<file path="src/rtl/golomb_gap_list_decoder_top_macros.svh">
// Assertion macros for the Golomb gap list decoder.
// Included by the top level; the assertions use the top level's clk and rst_n.
`ifndef GOLOMB_GAP_LIST_DECODER_TOP_MACROS_SVH
`define GOLOMB_GAP_LIST_DECODER_TOP_MACROS_SVH
`ifndef SYNTHESIS
`define GLD_ASSERT_SAME(label, ante, cons) \
    label: assert property (@(posedge clk) disable iff (!rst_n) (ante) |-> (cons)) \
        else $error("gap list decoder: same-cycle check failed");
`define GLD_ASSERT_NEXT(label, ante, cons) \
    label: assert property (@(posedge clk) disable iff (!rst_n) (ante) |=> (cons)) \
        else $error("gap list decoder: next-cycle check failed");
`else
`define GLD_ASSERT_SAME(label, ante, cons)
`define GLD_ASSERT_NEXT(label, ante, cons)
`endif
`endif

</file>
<file path="src/rtl/gld_pkg.sv">
// Shared types, constants and helper functions of the Golomb gap list decoder.
// No dependencies; used by every module of the block.
package gld_pkg;

    localparam int DOC_W   = 32;
    localparam int DIV_W   = 31;
    localparam int CNT_W   = 32;
    localparam int RWID_W  = 5;
    localparam int ACC_W   = 33;
    localparam int CFG_IDX_W = 1;

    // Accumulator value that already lies beyond the largest document number.
    localparam logic [ACC_W-1:0] ACC_CAP = {1'b1, {(ACC_W-1){1'b0}}};

    typedef enum logic [CFG_IDX_W-1:0] {
        REG_GOLOMB_DIVISOR = 1'b0,
        REG_ENTRY_COUNT    = 1'b1
    } cfg_idx_t;

    typedef enum logic [1:0] {
        PH_QUOT  = 2'd0,
        PH_REM   = 2'd1,
        PH_EXTRA = 2'd2
    } phase_t;

    typedef struct packed {
        logic             code_bit;
        logic             skip_enable;
        logic [DOC_W-1:0] skip_target;
    } in_item_t;

    typedef struct packed {
        logic [DOC_W-1:0] doc_number;
        logic             selected;
        logic             last_entry;
        logic             overflow;
    } out_item_t;

    typedef struct packed {
        logic [DIV_W-1:0]  divisor;
        logic [RWID_W-1:0] rem_width;
        logic [DOC_W-1:0]  code_limit;
        logic [CNT_W-1:0]  count;
        logic              div_le1;
        logic              restart;
    } gld_cfg_t;

    // Number of bits n with 2^n >= b, taken as the bit length of b-1.
    function automatic logic [RWID_W-1:0] rem_width_of(input logic [DIV_W-1:0] b);
        logic [DIV_W-1:0]  v;
        logic [RWID_W-1:0] w;
        v = b - DIV_W'(1);
        w = '0;
        for (int i = 0; i < DIV_W; i++) begin
            if (v[i])
            begin
                w = RWID_W'(i + 1);
            end
        end
        if (b == '0)
        begin
            w = '0;
        end
        return w;
    endfunction

    // Threshold g = 2^n - b for the truncated-binary remainder.
    function automatic logic [DOC_W-1:0] code_limit_of(input logic [DIV_W-1:0] b,
                                                       input logic [RWID_W-1:0] w);
        logic [DOC_W-1:0] pw;
        pw = DOC_W'(1) << w;
        return pw - {1'b0, b};
    endfunction

endpackage

</file>
<file path="src/rtl/golomb_gap_list_decoder_top.sv">
// Golomb gap list decoder, top level: input register, configuration and decode core.
// Depends on gld_pkg, gld_cfg, gld_core and golomb_gap_list_decoder_top_macros.svh.
//
// Usage:
// The input channel (in_valid, in_stall, in_data) carries one code bit per item
// together with the skip filter settings that apply if that bit ends a code.
// The output channel (out_valid, out_stall, out_data) carries one item for every
// finished code: the document number, the filter decision, the last-entry flag
// and the overflow flag. Bits that do not end a code give no output item.
// After an input item is accepted, it passes the input register and then the decode
// step that loads the result register, where out_valid rises.
// Throughput is one code bit per cycle while no held result stalls the input; the
// decode step lies between the input register and the result register.
// A write on the configuration port restarts the list; the new settings take
// effect in the cycle after the write. After reset the divisor is one and the
// entry count zero, so every bit is dropped until the count is written.
// When the receiver stalls, the result register holds its item; in_stall rises
// only while an item waits in the input register behind a held result.
`include "golomb_gap_list_decoder_top_macros.svh"
module golomb_gap_list_decoder_top
    import gld_pkg::*;
(
    input  logic                 clk,
    input  logic                 rst_n,
    input  logic                 cfg_we,
    input  logic [CFG_IDX_W-1:0] cfg_index,
    input  logic [DOC_W-1:0]     cfg_data,
    input  logic                 in_valid,
    output logic                 in_stall,
    input  in_item_t             in_data,
    output logic                 out_valid,
    input  logic                 out_stall,
    output out_item_t            out_data
);

    gld_cfg_t cfg;
    logic     in_valid_reg;
    in_item_t in_reg;
    logic     advance;
    logic     take;

    assign in_stall = in_valid_reg && !advance;
    assign take     = in_valid && !in_stall;

    always_ff @(posedge clk or negedge rst_n)
    begin
        if (!rst_n)
        begin
            in_valid_reg <= 1'b0;
        end
        else if (take)
        begin
            in_valid_reg <= 1'b1;
        end
        else if (advance)
        begin
            in_valid_reg <= 1'b0;
        end
    end

    always_ff @(posedge clk)
    begin
        if (take)
        begin
            in_reg <= in_data;
        end
    end

    gld_cfg u_cfg (
        .clk       (clk),
        .rst_n     (rst_n),
        .cfg_we    (cfg_we),
        .cfg_index (cfg_index),
        .cfg_data  (cfg_data),
        .cfg       (cfg)
    );

    gld_core u_core (
        .clk        (clk),
        .rst_n      (rst_n),
        .cfg        (cfg),
        .item_valid (in_valid_reg),
        .item       (in_reg),
        .advance    (advance),
        .out_valid  (out_valid),
        .out_stall  (out_stall),
        .out_data   (out_data)
    );

    // A saturated document number is always the largest one.
    `GLD_ASSERT_SAME(a_ovf_saturates, out_valid && out_data.overflow, out_data.doc_number == '1)
    // The input side only stalls behind a result that the receiver is holding.
    `GLD_ASSERT_SAME(a_stall_cause, in_stall, out_valid && out_stall)
    // An accepted item always lands in the input register.
    `GLD_ASSERT_NEXT(a_take_loads, in_valid && !in_stall, in_valid_reg)

endmodule

</file>
<file path="src/rtl/gld_cfg.sv">
// Configuration registers of the Golomb gap list decoder, with the derived
// remainder width and short-code threshold. Depends on gld_pkg.
module gld_cfg
    import gld_pkg::*;
(
    input  logic                 clk,
    input  logic                 rst_n,
    input  logic                 cfg_we,
    input  logic [CFG_IDX_W-1:0] cfg_index,
    input  logic [DOC_W-1:0]     cfg_data,
    output gld_cfg_t             cfg
);

    logic [DIV_W-1:0]  divisor_reg;
    logic [CNT_W-1:0]  count_reg;
    logic [RWID_W-1:0] width_reg;
    logic [DOC_W-1:0]  limit_reg;
    logic              le1_reg;
    logic              restart_reg;

    logic [DIV_W-1:0]  div_wr;
    logic [RWID_W-1:0] width_wr;

    assign div_wr   = cfg_data[DIV_W-1:0];
    assign width_wr = rem_width_of(div_wr);

    always_ff @(posedge clk or negedge rst_n)
    begin
        if (!rst_n)
        begin
            divisor_reg <= DIV_W'(1);
            count_reg   <= '0;
            width_reg   <= '0;
            limit_reg   <= '0;
            le1_reg     <= 1'b1;
            restart_reg <= 1'b0;
        end
        else
        begin
            restart_reg <= cfg_we;
            if (cfg_we)
            begin
                case (cfg_idx_t'(cfg_index))
                    REG_GOLOMB_DIVISOR:
                    begin
                        divisor_reg <= div_wr;
                        width_reg   <= width_wr;
                        limit_reg   <= code_limit_of(div_wr, width_wr);
                        le1_reg     <= (div_wr <= DIV_W'(1));
                    end
                    default:
                    begin
                        count_reg <= cfg_data[CNT_W-1:0];
                    end
                endcase
            end
        end
    end

    assign cfg.divisor    = divisor_reg;
    assign cfg.rem_width  = width_reg;
    assign cfg.code_limit = limit_reg;
    assign cfg.count      = count_reg;
    assign cfg.div_le1    = le1_reg;
    assign cfg.restart    = restart_reg;

endmodule

</file>
<file path="src/rtl/gld_core.sv">
// Decode state of the Golomb gap list decoder: one code bit per cycle unless a held
// result stalls it, the running document number and the result register. Depends on gld_pkg.
module gld_core
    import gld_pkg::*;
(
    input  logic      clk,
    input  logic      rst_n,
    input  gld_cfg_t  cfg,
    input  logic      item_valid,
    input  in_item_t  item,
    output logic      advance,
    output logic      out_valid,
    input  logic      out_stall,
    output out_item_t out_data
);

    phase_t            phase_reg, phase_next;
    logic [ACC_W-1:0]  acc_reg, acc_next;
    logic [DOC_W-1:0]  rem_reg, rem_next;
    logic [RWID_W-1:0] seen_reg, seen_next;
    logic [CNT_W-1:0]  remain_reg, remain_next;
    logic              res_valid_reg;
    out_item_t         res_reg;

    logic              fire;
    logic              active;
    logic              bit_in;
    logic [DOC_W-1:0]  rem_shift;
    logic [RWID_W-1:0] seen_inc;
    logic              last_rem_bit;
    logic              rem_ge;
    logic              finish;
    logic [DOC_W-1:0]  op;
    logic              cin;
    logic [ACC_W:0]    sum;
    logic [ACC_W:0]    sum_p1;
    logic [ACC_W:0]    qsum;
    logic              ovf;
    logic [DOC_W-1:0]  val;
    out_item_t         result;

    assign advance = !res_valid_reg || !out_stall;
    assign fire    = item_valid && advance;
    assign active  = (remain_reg != '0);
    assign bit_in  = item.code_bit;

    assign rem_shift    = {rem_reg[DOC_W-2:0], bit_in};
    assign seen_inc     = seen_reg + RWID_W'(1);
    assign last_rem_bit = ({1'b0, seen_inc} + (RWID_W+1)'(1)) >= {1'b0, cfg.rem_width};
    assign rem_ge       = (rem_shift >= cfg.code_limit);

    always_comb
    begin
        phase_next = phase_reg;
        if (cfg.restart)
        begin
            phase_next = PH_QUOT;
        end
        else if (fire && active)
        begin
            case (phase_reg)
                PH_QUOT:
                begin
                    if (!bit_in && !cfg.div_le1)
                    begin
                        phase_next = (cfg.rem_width > RWID_W'(1)) ? PH_REM : PH_EXTRA;
                    end
                end
                PH_REM:
                begin
                    if (last_rem_bit)
                    begin
                        phase_next = rem_ge ? PH_EXTRA : PH_QUOT;
                    end
                end
                default:
                begin
                    phase_next = PH_QUOT;
                end
            endcase
        end
    end

    always_comb
    begin
        finish = 1'b0;
        op     = '0;
        cin    = 1'b0;
        case (phase_reg)
            PH_QUOT:
            begin
                finish = !bit_in && cfg.div_le1;
            end
            PH_REM:
            begin
                finish = last_rem_bit && !rem_ge;
                op     = rem_shift;
            end
            PH_EXTRA:
            begin
                // The stored value is already twice the partial remainder less g.
                finish = 1'b1;
                op     = rem_reg;
                cin    = bit_in;
            end
            default:
            begin
                finish = 1'b0;
            end
        endcase
    end

    // The accumulator holds the running value plus one plus the quotient part.
    assign sum    = {1'b0, acc_reg} + {2'b00, op} + {{ACC_W{1'b0}}, cin};
    assign sum_p1 = {1'b0, acc_reg} + {2'b00, op} + (ACC_W+1)'(cin ? 2 : 1);
    assign ovf    = |sum[ACC_W:DOC_W];
    assign val    = ovf ? '1 : sum[DOC_W-1:0];
    assign qsum   = {1'b0, acc_reg} + {3'b000, cfg.divisor};

    always_comb
    begin
        result.doc_number = val;
        result.selected   = !item.skip_enable || (val == '0) || (val > item.skip_target);
        result.last_entry = (remain_reg == CNT_W'(1));
        result.overflow   = ovf;
    end

    always_comb
    begin
        acc_next    = acc_reg;
        rem_next    = rem_reg;
        seen_next   = seen_reg;
        remain_next = remain_reg;
        if (cfg.restart)
        begin
            acc_next    = '0;
            rem_next    = '0;
            seen_next   = '0;
            remain_next = cfg.count;
        end
        else if (fire && active)
        begin
            if (phase_reg == PH_QUOT)
            begin
                rem_next  = '0;
                seen_next = '0;
                if (bit_in)
                begin
                    acc_next = (qsum > {1'b0, ACC_CAP}) ? ACC_CAP : qsum[ACC_W-1:0];
                end
            end
            else if (phase_reg == PH_REM)
            begin
                seen_next = seen_inc;
                rem_next  = rem_shift;
                if (last_rem_bit && rem_ge)
                begin
                    rem_next = {rem_shift[DOC_W-2:0], 1'b0} - cfg.code_limit;
                end
            end
            if (finish)
            begin
                acc_next    = ovf ? ACC_CAP : sum_p1[ACC_W-1:0];
                rem_next    = '0;
                seen_next   = '0;
                remain_next = remain_reg - CNT_W'(1);
            end
        end
    end

    always_ff @(posedge clk or negedge rst_n)
    begin
        if (!rst_n)
        begin
            phase_reg     <= PH_QUOT;
            acc_reg       <= '0;
            rem_reg       <= '0;
            seen_reg      <= '0;
            remain_reg    <= '0;
            res_valid_reg <= 1'b0;
        end
        else
        begin
            phase_reg  <= phase_next;
            acc_reg    <= acc_next;
            rem_reg    <= rem_next;
            seen_reg   <= seen_next;
            remain_reg <= remain_next;
            if (fire && active && finish && !cfg.restart)
            begin
                res_valid_reg <= 1'b1;
            end
            else if (!out_stall)
            begin
                res_valid_reg <= 1'b0;
            end
        end
    end

    always_ff @(posedge clk)
    begin
        if (fire && active && finish)
        begin
            res_reg <= result;
        end
    end

    assign out_valid = res_valid_reg;
    assign out_data  = res_reg;

endmodule

</file>
<file path="config.mk">
export PLATFORM = sky130hd
export DESIGN_NAME = golomb_gap_list_decoder_top
export DESIGN_NICKNAME = d
export VERILOG_FILES = /design/src/rtl/gld_pkg.sv /design/src/rtl/golomb_gap_list_decoder_top.sv /design/src/rtl/gld_cfg.sv /design/src/rtl/gld_core.sv
export VERILOG_INCLUDE_DIRS = /design/src /design/src/rtl
export SDC_FILE = /design/constraint.sdc
export NUM_CORES = 1
export LEC_CHECK = 0
export BUFFER_PORTS_ARGS = -buffer_cell sky130_fd_sc_hd__buf_4
export CORE_MARGIN = 5
export CORE_UTILIZATION = 40
export CTS_BUF_LIST = sky130_fd_sc_hd__clkbuf_2 sky130_fd_sc_hd__clkbuf_4 sky130_fd_sc_hd__clkbuf_8
export DETAILED_ROUTE_END_ITERATION = 12
export GPL_ROUTABILITY_DRIVEN = 0
export PLACE_DENSITY = 0.65
export SLEW_MARGIN = 20
export SYNTH_ARGS = -nofsm -noshare
export SYNTH_HDL_FRONTEND = slang
export SYNTH_HIERARCHICAL = 1
export SYNTH_SLANG_ARGS = --single-unit
</file>
<file path="constraint.sdc">
create_clock -name clk -period 7.3 [get_ports clk]
set_input_delay 2.19 -clock clk [delete_from_list [all_inputs] [get_ports clk]]
set_output_delay 2.19 -clock clk [all_outputs]
set_load 0.02 [all_outputs]
</file>
After elaboration in Yosys (flattened, before gate mapping) --
Cells that the tools add are included. W data, S select, Z words.
Operators by class: $lt $le $gt $ge 6, muxes and demuxes 69, add/sub/neg operators 10, reductions and logical operators 39, bitwise gates (word level) 1, eq/ne operators 6, shift-type cells 1
Operator list (count):
- $mux W32 | 10
- $mux W33 | 7
- $mux W5 | 36
- $pmux W32 S2 | 1
- $add A33 B31 Y34 | 1
- $add A33 B32 Y34 | 1
- $add A34 B1 Y34 | 1
- $gt A34 B33 Y1 const B | 1
- $add A33 B33 Y33 | 1
- $eq A32 B1 Y1 const B | 1
- $ge A32 B32 Y1 | 1
- $gt A32 B32 Y1 | 1
- $logic_not A32 Y1 | 1
- $reduce_bool A32 Y1 | 1
- $shl A1 B5 Y32 const A | 1
- $sub A32 B1 Y32 const B | 1
- $sub A32 B31 Y32 | 1
- $sub A32 B32 Y32 | 1
- $le A31 B1 Y1 const B | 1
- $logic_not A31 Y1 | 1
- $sub A31 B1 Y31 const B | 1
- $mux W2 | 7
- $logic_and A1 B1 Y1 | 10
- $logic_not A1 Y1 | 9
- 20 further kinds | 35
Storage, ports and cells: register bits after elaboration 277, logic and storage cells 152

Longest topological paths before layout --
Gate-level depths: netlist (run 1).
depth in word-level cells 35, gate-level depth with buffers 36, depth with buffers taken out 31

Hierarchy --
Netlist (run 1), hierarchy kept.
By module, submodules not included:
- gld_core | cells each 2023, times used 1, area an instance 16106.7 µm²
- gld_cfg | cells each 867, times used 1, area an instance 7073.0 µm²
- golomb_gap_list_decoder_top | cells each 39, times used 1, area an instance 1078.5 µm²

Least setup slack after synthesis (run 1) --
OpenSTA, ideal clock, no wires.
kind register -> register, start reg u_core.phase_reg[1], end reg u_core.res_reg (netlist bit u_core/out_data[2]), data pin, path buffers 4, stages on the path, launching flop included 33, setup slack 0.036 ns, data arrival time 7.001 ns, library setup time 0.263 ns, clock period less this slack 7.264 ns, path through dfrtp_1 > inv_1 > ha_1 > clkbuf_1 > clkbuf_1 > a22oi_1 > nor2b_1 > ha_1 > buf_2 > and3_4 > a2111o_1 > a211o_1 > o21ai_2 > mux2i_1 > and3_1 > nand4_2 > or4_4 > a2111o_1 > a21oi_2 > buf_2 > o21ai_0 > ha_1 > o21a_1 > o21a_1 > o21a_1 > o21a_1 > o21a_1 > o21a_1 > o21a_1 > o21ai_0 > o311ai_0 > a21boi_0 > o31ai_1
RTL lines:
- start: declaration | line gld_core.sv:17 | phase_t phase_reg, phase_next;
- start signal: assignment | line gld_core.sv:184 | phase_reg <= phase_next;
- end signal: assignment | line gld_core.sv:204 | res_reg <= result;
- end: declaration | line gld_core.sv:23 | out_item_t res_reg;

==> insert_results.sql, run 1 <==
INSERT INTO impl_metrics (metric_group, metric, value, unit) VALUES
('synth', 'synth-async-reset-ratio', '0.751', ''),
('power', 'leakagePower', '0.0128', 'uW'),
('worst_setup_path', 'critical-path-slowest-cell', 'sky130_fd_sc_hd__or4_4', ''),
('sta', 'clock_skew', '0.0575', 'ns'),
('die', 'fp.dieArea', '65700', 'um^2'),
('cells_and_area', 'filler_cells_inserted', '5856', ''),
('clock_network', 'clock_sink_total', '277', ''),
('sta', 'tightestPinTransition', '0.933', 'ns'),
('grt', 'antenna_found_initial', '5', ''),
('grt', 'gr-total-overflow', '0', ''),
('die', 'top_level_ports', '109', ''),
('grt', 'track_usage', '0.219', ''),
('synth', 'synthesis.instances', '2929', ''),
('cells_and_area', 'nNetsFinal', '3440', ''),
('drt', 'first_iter_violations', '1980', ''),
('synth', 'yosys-top-cells-area', 'sky130_fd_sc_hd__dfrtp_1, sky130_fd_sc_hd__ha_1, sky130_fd_sc_hd__edfxtp_1, sky130_fd_sc_hd__nand2_1, sky130_fd_sc_hd__o21ai_0', ''),
('run', 'number_of_max_capacitance_violations_reported', '0', ''),
('die', 'die_outline_width', '256', 'um'),
('drt', 'drt_wl_total', '75300', 'um'),
('drt', 'num_vias', '23100', ''),
('sta', 'max_slew_margin', '0.378', ''),
('worst_setup_path', 'path_max_fanout', '28', ''),
('worst_setup_path', 'path_class', 'flop to flop', ''),
('synth', 'number_of_library_cell_types_mapped_by_synthesis', '104', ''),
('clock_network', 'max-clock-path-buffers', '3', ''),
('placement', 'number_of_buffers_added_on_ports', '108', ''),
('sta', 'period_needed', '6.94', 'ns'),
('sta', 'worst_hold_slack', '0.478', 'ns'),
('worst_setup_path', 'setup.worst_path.end_class', 'flop', ''),
('power', 'ir_drop', '0.111', 'mV'),
('grt', 'grt_start_max_net_pins', '130', ''),
('sta', 'final-hold-violation-count', '0', ''),
('synth', 'avgSynthCellArea', '8.28', 'um^2'),
('sta', 'maxSlewViolCount', '0', ''),
('worst_setup_path', 'critPathLaunchType', 'flop', ''),
('worst_setup_path', 'cp_slowest_stage_delay', '0.52', 'ns'),
('synth', 'synth_top_area_frac', '0.213', ''),
('die', 'floorplan.core_area', '60200', 'um^2'),
('drt', 'vias_per_cell', '5.80', ''),
('clock_network', 'htree_num_levels', '2', ''),
('drt', 'postRouteAntennaNets', '0', ''),
('drt', 'detail_route.wl_per_cell', '18.9', 'um'),
('worst_setup_path', 'cpMostUsedCell', 'sky130_fd_sc_hd__o21a_1', ''),
('drt', 'route.detailed.drc', '0', ''),
('synth', 'postSynthNetCount', '3214', ''),
('cells_and_area', 'multi_input_combinational_cell_area', '16000', 'um^2'),
('cells_and_area', 'syn_to_final_growth', '16.4', '%'),
('cells_and_area', 'final_cell_count_without_fillers', '3980', ''),
('die', 'floorplan.die.height', '256', 'um'),
('synth', 'ys.warnings.count', '6', ''),
('placement', 'dpl.hpwl', '58000', 'um'),
('drt', 'first_pass_iters', '5', ''),
('synth', 'seq_area_frac_synth', '0.300', ''),
('grt', 'grt_first_pass_wirelength', '118000', 'um'),
('synth', 'cell_area_after_synthesis', '24300', 'um^2'),
('clock_network', 'cts_tree', 'built', ''),
('cells_and_area', 'drive_above_1_share', '0.155', ''),
('clock_network', 'cts_buffer_count', '51', ''),
('synth', 'yosys_register_bits', '277', ''),
('clock_network', 'cts_root_buffer', 'sky130_fd_sc_hd__clkbuf_8', ''),
('sta', 'achievable-frequency', '144', 'MHz'),
('synth', 'synth_top_area_cell', 'sky130_fd_sc_hd__dfrtp_1', ''),
('grt', 'grt_pass1_vias', '21600', ''),
('synth', 'synth_enable_flop_cells', '69', ''),
('min_path', 'holdCritPathClass', 'flop to flop', ''),
('cells_and_area', 'seqCellArea', '7280', 'um^2'),
('die', 'starting_density', '0.403', ''),
('outcome', 'status', 'finished, final reports clean', ''),
('sta', 'final_min_period_over_clock_period', '0.951', ''),
('sta', 'setup-violations-final', '0', ''),
('power', 'cellPowerDensity', '162', 'nW/um^2'),
('synth', 'synth_top_flop_cell', 'sky130_fd_sc_hd__dfrtp_1', ''),
('clock_network', 'worst_setup_hold_path_clk_slew', '0.06', 'ns'),
('die', 'floorplan.rows', '90', ''),
('placement', 'place_inst', '3876', ''),
('worst_setup_path', 'timing.critical_path.arrival', '7.34', 'ns'),
('clock_network', 'clkLatencyLatePin', '0.66', 'ns'),
('cells_and_area', 'largest_reg_flops', '35', ''),
('worst_setup_path', 'required', '7.70', 'ns');
-- logic make-up (layout without fill, tap and decap cells) --
| logic type | count (synthesis) | in the layout | synth area share |
|---|---|---|---|
| buffers and inverters | 285 | 551 | 0.0477 |
| other | 0 | 3 | 0 |
| muxes | 17 | 17 | 0.00738 |
| adders and majority gates | 213 | 213 | 0.111 |
| and+or+nand+nor | 1047 | 1047 | 0.218 |
| xor gates and xnor gates | 192 | 192 | 0.0693 |
| DFF | 277 | 277 | 0.300 |
| AOI/OAI and AO/OA | 898 | 898 | 0.247 |
-- worst paths after layout --
check | startpoint | slack (ns) | to | cells after the start
max | u_core/phase_reg[0] | 0.36 | u_core/out_data[2] | 32
min | u_cfg/limit_reg[10] | 0.48 | u_cfg/limit_reg[10] | 2
max reg2reg | u_core/phase_reg[0] | 0.36 | u_core/out_data[2] | 32
min reg2reg | u_cfg/limit_reg[10] | 0.48 | u_cfg/limit_reg[10] | 2
max in group asynchronous | rst_n | 4.38 | u_cfg/divisor_reg[16] | 2
min in group asynchronous | rst_n | 1.62 | u_cfg/limit_reg[3] | 1
-- synthesized netlist by cell type, drive strengths merged (35+ instances only) --
master and count:
and3 35, xor2 64, nand4 42, a21oi 169, ha 208, xnor2 128
o21ai 245, nor2b 60, o21a 43, edfxtp 69, nor4 46, buf 38
clkbuf 93, nor3 113, nand2 340, dfrtp 206, a22oi 48, nor2 169
inv 151, nand2b 37, a21o 97, nand3 69, o31ai 45
-- area by class of cell --
class | count | area share
diodes | 3 | 0.000266
clock buffers | 74 | 0.0330
clock inverters | 19 | 0.00359
inverters | 154 | 0.0205
multi-input cells | 2367 | 0.567
flip-flops and latches | 277 | 0.258
well taps | 782 | 0.0347
repair buffers | 304 | 0.0829
-- metal layers --
layer | global-route usage | vias to the layer above | part of all wire
li1 | - | 11200 | -
met1 | 0.302 | 10900 | 0.45
met2 | 0.358 | 777 | 0.45
met3 | 0.0247 | 148 | 0.063
met4 | 0.0772 | 0 | 0.035
met5 | 0 | - | 0
-- what timing repair did --
action	CTS	global route
setup buffers	0	7
gates resized for setup	0	37
hold buffers	0	0
endpoints found under the hold margin	0	0
endpoints found under the setup margin	0	1
-- worst max-delay path, delay by kind of cell, from the launching register on --
family / cells / cell delay [ns]
flops: 1 / 0.44
buf+inv: 4 / 0.65
compound gates: 18 / 3.64
simple gates: 7 / 1.36
fa+ha+maj: 3 / 0.65
-- per-stage QoR --
stage                     cell area, um^2  setup WS, ns  TNS [ns]  utilization  total power, uW
after floorplan                     24300        0.0361         0            -             2650
after global placement              26900        0.0485         0        0.447             3040
after detailed placement            26900       -0.0366   -0.0710        0.447             3050
after CTS                           28000        0.0861         0        0.464             4600
after global routing                28200       -0.0198   -0.0198        0.468             4840
final                               28200         0.357         0        0.468             4580
-- placed cells by master, fill, tap and decap left out, drive strengths merged, types with 46 or more instances in the layout --
| cell type | instances |
|---|---|
| o21ai | 245 |
| nor2 | 169 |
| a21oi | 169 |
| a21o | 97 |
| buf | 302 |
| nor4 | 46 |
| a22oi | 48 |
| nor2b | 60 |
| clkbuf | 76 |
| ha | 208 |
| nand2 | 340 |
| edfxtp | 69 |
| inv | 152 |
| dfrtp | 206 |
| nand3 | 69 |
| xnor2 | 128 |
| nor3 | 113 |
| xor2 | 64 |
-- where the power goes --
part / leakage [uW] / switching, uW / internal (uW)
Combinational: 0.00895 / 732 / 487
Clock: 0.000552 / 706 / 821
Sequential: 0.00333 / 108 / 1730
Total: 0.0128 / 1550 / 3040
Power figures use the tool's default switching activity.
==> run 2, diff against run 1 <==
Settings changed: SYNTH_HIERARCHICAL 1 to default.
==> run 2 against run 1 <==
  * Clock-buffer cell count increased by 7
  * Utilization up 1.8 points
  * Routed wire length down 0.44%
  * Largest cell class unchanged
==> insert_results.sql, run 2 <==
INSERT INTO impl_metrics (metric_group, metric, value, unit) VALUES
('synth', 'ys.warnings.count', '0', ''),
('die', 'die_outline_width', '253', 'um'),
('synth', 'synth_top_area_frac', '0.219', ''),
('worst_setup_path', 'cp_slowest_stage_delay', '0.56', 'ns'),
('worst_setup_path', 'worstSetupStartpoint', 'cfg_data[0]', ''),
('sta', 'maxSlewViolCount', '0', ''),
('sta', 'setup-violations-final', '0', ''),
('worst_setup_path', 'path_class', 'input port to flop', ''),
('drt', 'first_iter_violations', '2061', ''),
('synth', 'synthesized_area_fraction_occupied_by_and_or_nand_nor_cells', '0.206', ''),
('die', 'floorplan.die.height', '253', 'um'),
('grt', 'grt_start_max_net_pins', '129', ''),
('power', 'total_power', '4870', 'uW'),
('min_path', 'holdCritPathClass', 'flop to flop', ''),
('power', 'power.share.combinational', '0.253', ''),
('cells_and_area', 'filler_cells_inserted', '5477', ''),
('outcome', 'status', 'finished, final reports clean', ''),
('synth', 'number_of_library_cell_types_mapped_by_synthesis', '103', ''),
('synth', 'largest_family_of_logic_cells_by_synthesized_area', 'compound AO/OA/AOI/OAI gates', ''),
('drt', 'first_pass_iters', '6', ''),
('power', 'seq_power_share', '0.377', ''),
('drt', 'num_vias', '22700', ''),
('synth', 'synth_mux_area_frac', '0.00446', ''),
('clock_network', 'max-clock-path-buffers', '3', ''),
('cells_and_area', 'nNetsFinal', '3399', ''),
('sta', 'period_needed', '7.18', 'ns'),
('drt', 'postRouteAntennaNets', '0', ''),
('synth', 'avgSynthCellArea', '8.43', 'um^2'),
('placement', 'number_of_buffers_added_on_ports', '108', ''),
('sta', 'tightestPinTransition', '1.10', 'ns'),
('sta', 'achievable-frequency', '139', 'MHz'),
('worst_setup_path', 'r2r.worst_path.cells', '33', ''),
('cells_and_area', 'leading_cell_type_in_the_layout_fill_and_taps_excluded', 'sky130_fd_sc_hd__buf_4', ''),
('cells_and_area', 'num_antenna_cells', '0', ''),
('synth', 'synth_area_in_compound_gates', '0.244', ''),
('sta', 'final-hold-violation-count', '0', ''),
('sta', 'final_min_period_over_clock_period', '0.984', ''),
('grt', 'gr-total-overflow', '0', ''),
('grt', 'track_usage', '0.226', ''),
('power', 'cellPowerDensity', '171', 'nW/um^2'),
('grt', 'grt_pass1_vias', '22300', ''),
('clock_network', 'cts_tree', 'built', ''),
('power', 'leakagePower', '0.0132', 'uW'),
('power', 'p_sw_frac', '0.321', ''),
('die', 'floorplan.rows', '89', ''),
('clock_network', 'cts_root_buffer', 'sky130_fd_sc_hd__clkbuf_8', ''),
('sta', 'worst_hold_slack', '0.470', 'ns'),
('min_path', 'worst_hold_path.num_cells', '2', ''),
('worst_setup_path', 'timing.critical_path.arrival', '7.72', 'ns'),
('power', 'share_clk_of_total_power', '0.370', ''),
('worst_setup_path', 'setup.worst_path.end_class', 'flop', ''),
('worst_setup_path', 'critical-path-slowest-cell', 'sky130_fd_sc_hd__or4_1', ''),
('worst_setup_path', 'required', '7.84', 'ns'),
('drt', 'route.detailed.drc', '0', ''),
('clock_network', 'cts_buffer_count', '53', ''),
('clock_network', 'clkLatencyLatePin', '0.67', 'ns'),
('synth', 'synth_top_flop_cell', 'sky130_fd_sc_hd__dfrtp_1', ''),
('die', 'floorplan.core_area', '58700', 'um^2'),
('die', 'starting_density', '0.401', ''),
('synth', 'synth_top_area_cell', 'sky130_fd_sc_hd__dfrtp_1', ''),
('placement', 'dpl.hpwl', '57800', 'um'),
('synth', 'synth_adder_area_share', '0.115', ''),
('synth', 'seq_area_frac_synth', '0.309', ''),
('grt', 'top_usage_layer', 'met2', ''),
('synth', 'postSynthNetCount', '3079', ''),
('grt', 'grtUsageMet1', '0.296', ''),
('cells_and_area', 'syn_to_final_growth', '21.3', '%'),
('grt', 'global_route.usage.met2', '0.375', ''),
('synth', 'cell_area_after_synthesis', '23500', 'um^2'),
('sta', 'clock_skew', '0.0432', 'ns'),
('clock_network', 'worst_setup_hold_path_clk_slew', '0.06', 'ns'),
('power', 'ir_drop', '0.131', 'mV'),
('power', 'switching_power', '1560', 'uW'),
('synth', 'synthTopCellsByCount', 'sky130_fd_sc_hd__nand2_1, sky130_fd_sc_hd__o21ai_0, sky130_fd_sc_hd__ha_1', ''),
('synth', 'synthMostInstantiatedCell', 'sky130_fd_sc_hd__nand2_1', ''),
('cells_and_area', 'drive_above_1_share', '0.192', ''),
('synth', 'yosys_register_bits', '277', ''),
('cells_and_area', 'most-common-layout-cells', 'sky130_fd_sc_hd__buf_4, sky130_fd_sc_hd__nand2_1, sky130_fd_sc_hd__o21ai_0', ''),
('cells_and_area', 'largest_reg_flops', '35', ''),
('synth', 'synth-async-reset-ratio', '0.751', ''),
('drt', 'vias_per_cell', '5.78', ''),
('drt', 'detail_route.wl_per_cell', '19.1', 'um'),
('synth', 'yosys-top-cells-area', 'sky130_fd_sc_hd__dfrtp_1, sky130_fd_sc_hd__ha_1, sky130_fd_sc_hd__edfxtp_1, sky130_fd_sc_hd__o21ai_0, sky130_fd_sc_hd__nand2_1', ''),
('worst_setup_path', 'path_max_fanout', '6', ''),
('min_path', 'hp-start', 'u_cfg.count_reg[9]', ''),
('sta', 'max_slew_margin', '0.260', ''),
('clock_network', 'htree_num_levels', '2', ''),
('synth', 'post_synth_xor_area_fraction', '0.0762', ''),
('synth', 'synthesis.instances', '2794', ''),
('die', 'top_level_ports', '109', ''),
('synth', 'synth_enable_flop_cells', '69', ''),
('worst_setup_path', 'r2r_start', 'u_core.phase_reg[0]', ''),
('worst_setup_path', 'critPathLaunchType', 'input port', ''),
('drt', 'drt_wl_total', '75000', 'um'),
('grt', 'groute.layer.met3.usage', '0.0434', ''),
('run', 'number_of_max_capacitance_violations_reported', '0', ''),
('power', 'intPower', '3300', 'uW'),
('grt', 'grt_first_pass_wirelength', '119000', 'um'),
('clock_network', 'clock_sink_total', '277', ''),
('die', 'fp.dieArea', '63800', 'um^2'),
('grt', 'antenna_found_initial', '2', '');
## run 2: cell types whose count changed in the layout (fill, tap and decap cells not counted), moves of 12 or more
cell / previous run / this run
sky130_fd_sc_hd__a2111oi_1: 0 / 21
sky130_fd_sc_hd__a221o_1: 4 / 24
sky130_fd_sc_hd__nor3_1: 109 / 78
sky130_fd_sc_hd__nand2_1: 337 / 325
sky130_fd_sc_hd__o21ai_0: 229 / 244
sky130_fd_sc_hd__a21o_1: 97 / 73
sky130_fd_sc_hd__o31ai_1: 43 / 24
sky130_fd_sc_hd__a21oi_1: 161 / 136
sky130_fd_sc_hd__nor4_1: 41 / 27
sky130_fd_sc_hd__buf_4: 298 / 369
sky130_fd_sc_hd__a211o_1: 8 / 21
sky130_fd_sc_hd__nand3_1: 69 / 54
sky130_fd_sc_hd__a22oi_1: 48 / 33
sky130_fd_sc_hd__a22o_1: 26 / 8
## run 2: per-stage QoR
stage          setup TNS, ns  instances  setup slack, ns  utilization  instance area (um^2)
5_1_grt               -0.278       3931          -0.0803        0.487                 28600
3_3_place_gp           -2.19       3826           -0.344        0.460                 27000
4_1_cts                    0       3925           0.0138        0.481                 28200
2_1_floorplan        -0.0570       2794          -0.0307            -                 23700
6_report                   0       3931            0.120        0.487                 28600
3_5_place_dp           -3.73       3826           -0.474        0.460                 27000
## run 2: kinds of logic after synthesis
logic type,after synthesis
adder cells (fa/ha/maj),213
flip-flops,277
AO/OA/AOI/OAI,850
multiplexers,10
XOR/XNOR,203
buffers and inverters,267
AND/OR/NAND/NOR,974
## run 2: timing repair
| action | CTS | global route |
|---|---|---|
| hold buffers | 0 | 0 |
| setup buffers | 0 | 6 |
| pin swaps | 1 | 19 |
| gates resized for setup | 4 | 61 |
| endpoints found under the setup margin | 1 | 13 |
## run 2: power groups by stage
stage                     logic [uW]  registers [uW]  clock network (uW)
after floorplan                  796            1820                   0
after global placement          1150            1860                   0
after detailed placement        1190            1860                   0
after CTS                       1200            1840                1840
after global routing            1360            1850                1910
final                           1230            1840                1800
## run 2: layer usage
layer  wire length (um)  up-vias
met4               2740        2
met3               5210      148
met2              34800      801
met5                 20        -
li1                   -    10900
met1              32200    10900
## run 2: path summary, 6_finish.rpt
check / end / slack, ns
worst max-delay path: u_cfg.limit_reg[30] / 0.12
worst min-delay path: u_core.remain_reg[9] / 0.47
worst max register to register: u_core.out_data[2] / 0.24
worst min register to register: u_core.remain_reg[9] / 0.47
max in group asynchronous: u_cfg.restart_reg / 4.56
min in group asynchronous: u_cfg.width_reg[0] / 1.57
## run 2: final cells by class
type                    instances  area, um^2  area share
multi-input cells            2250       15600       0.547
inverters                     158         601      0.0210
flip-flops and latches        277        7280       0.255
well taps                     773         967      0.0339
repair buffers                374        2840      0.0995
clock buffers                  81        1010      0.0355
clock inverters                18         229     0.00802
## run 2: worst max-delay path: cells and delay by family
family / cells / cell delay (ns)
buffers and inverters: 5 / 0.67
and+or+nand+nor: 6 / 1.17
adders and majority gates: 2 / 0.57
AOI/OAI and AO/OA: 18 / 3.10
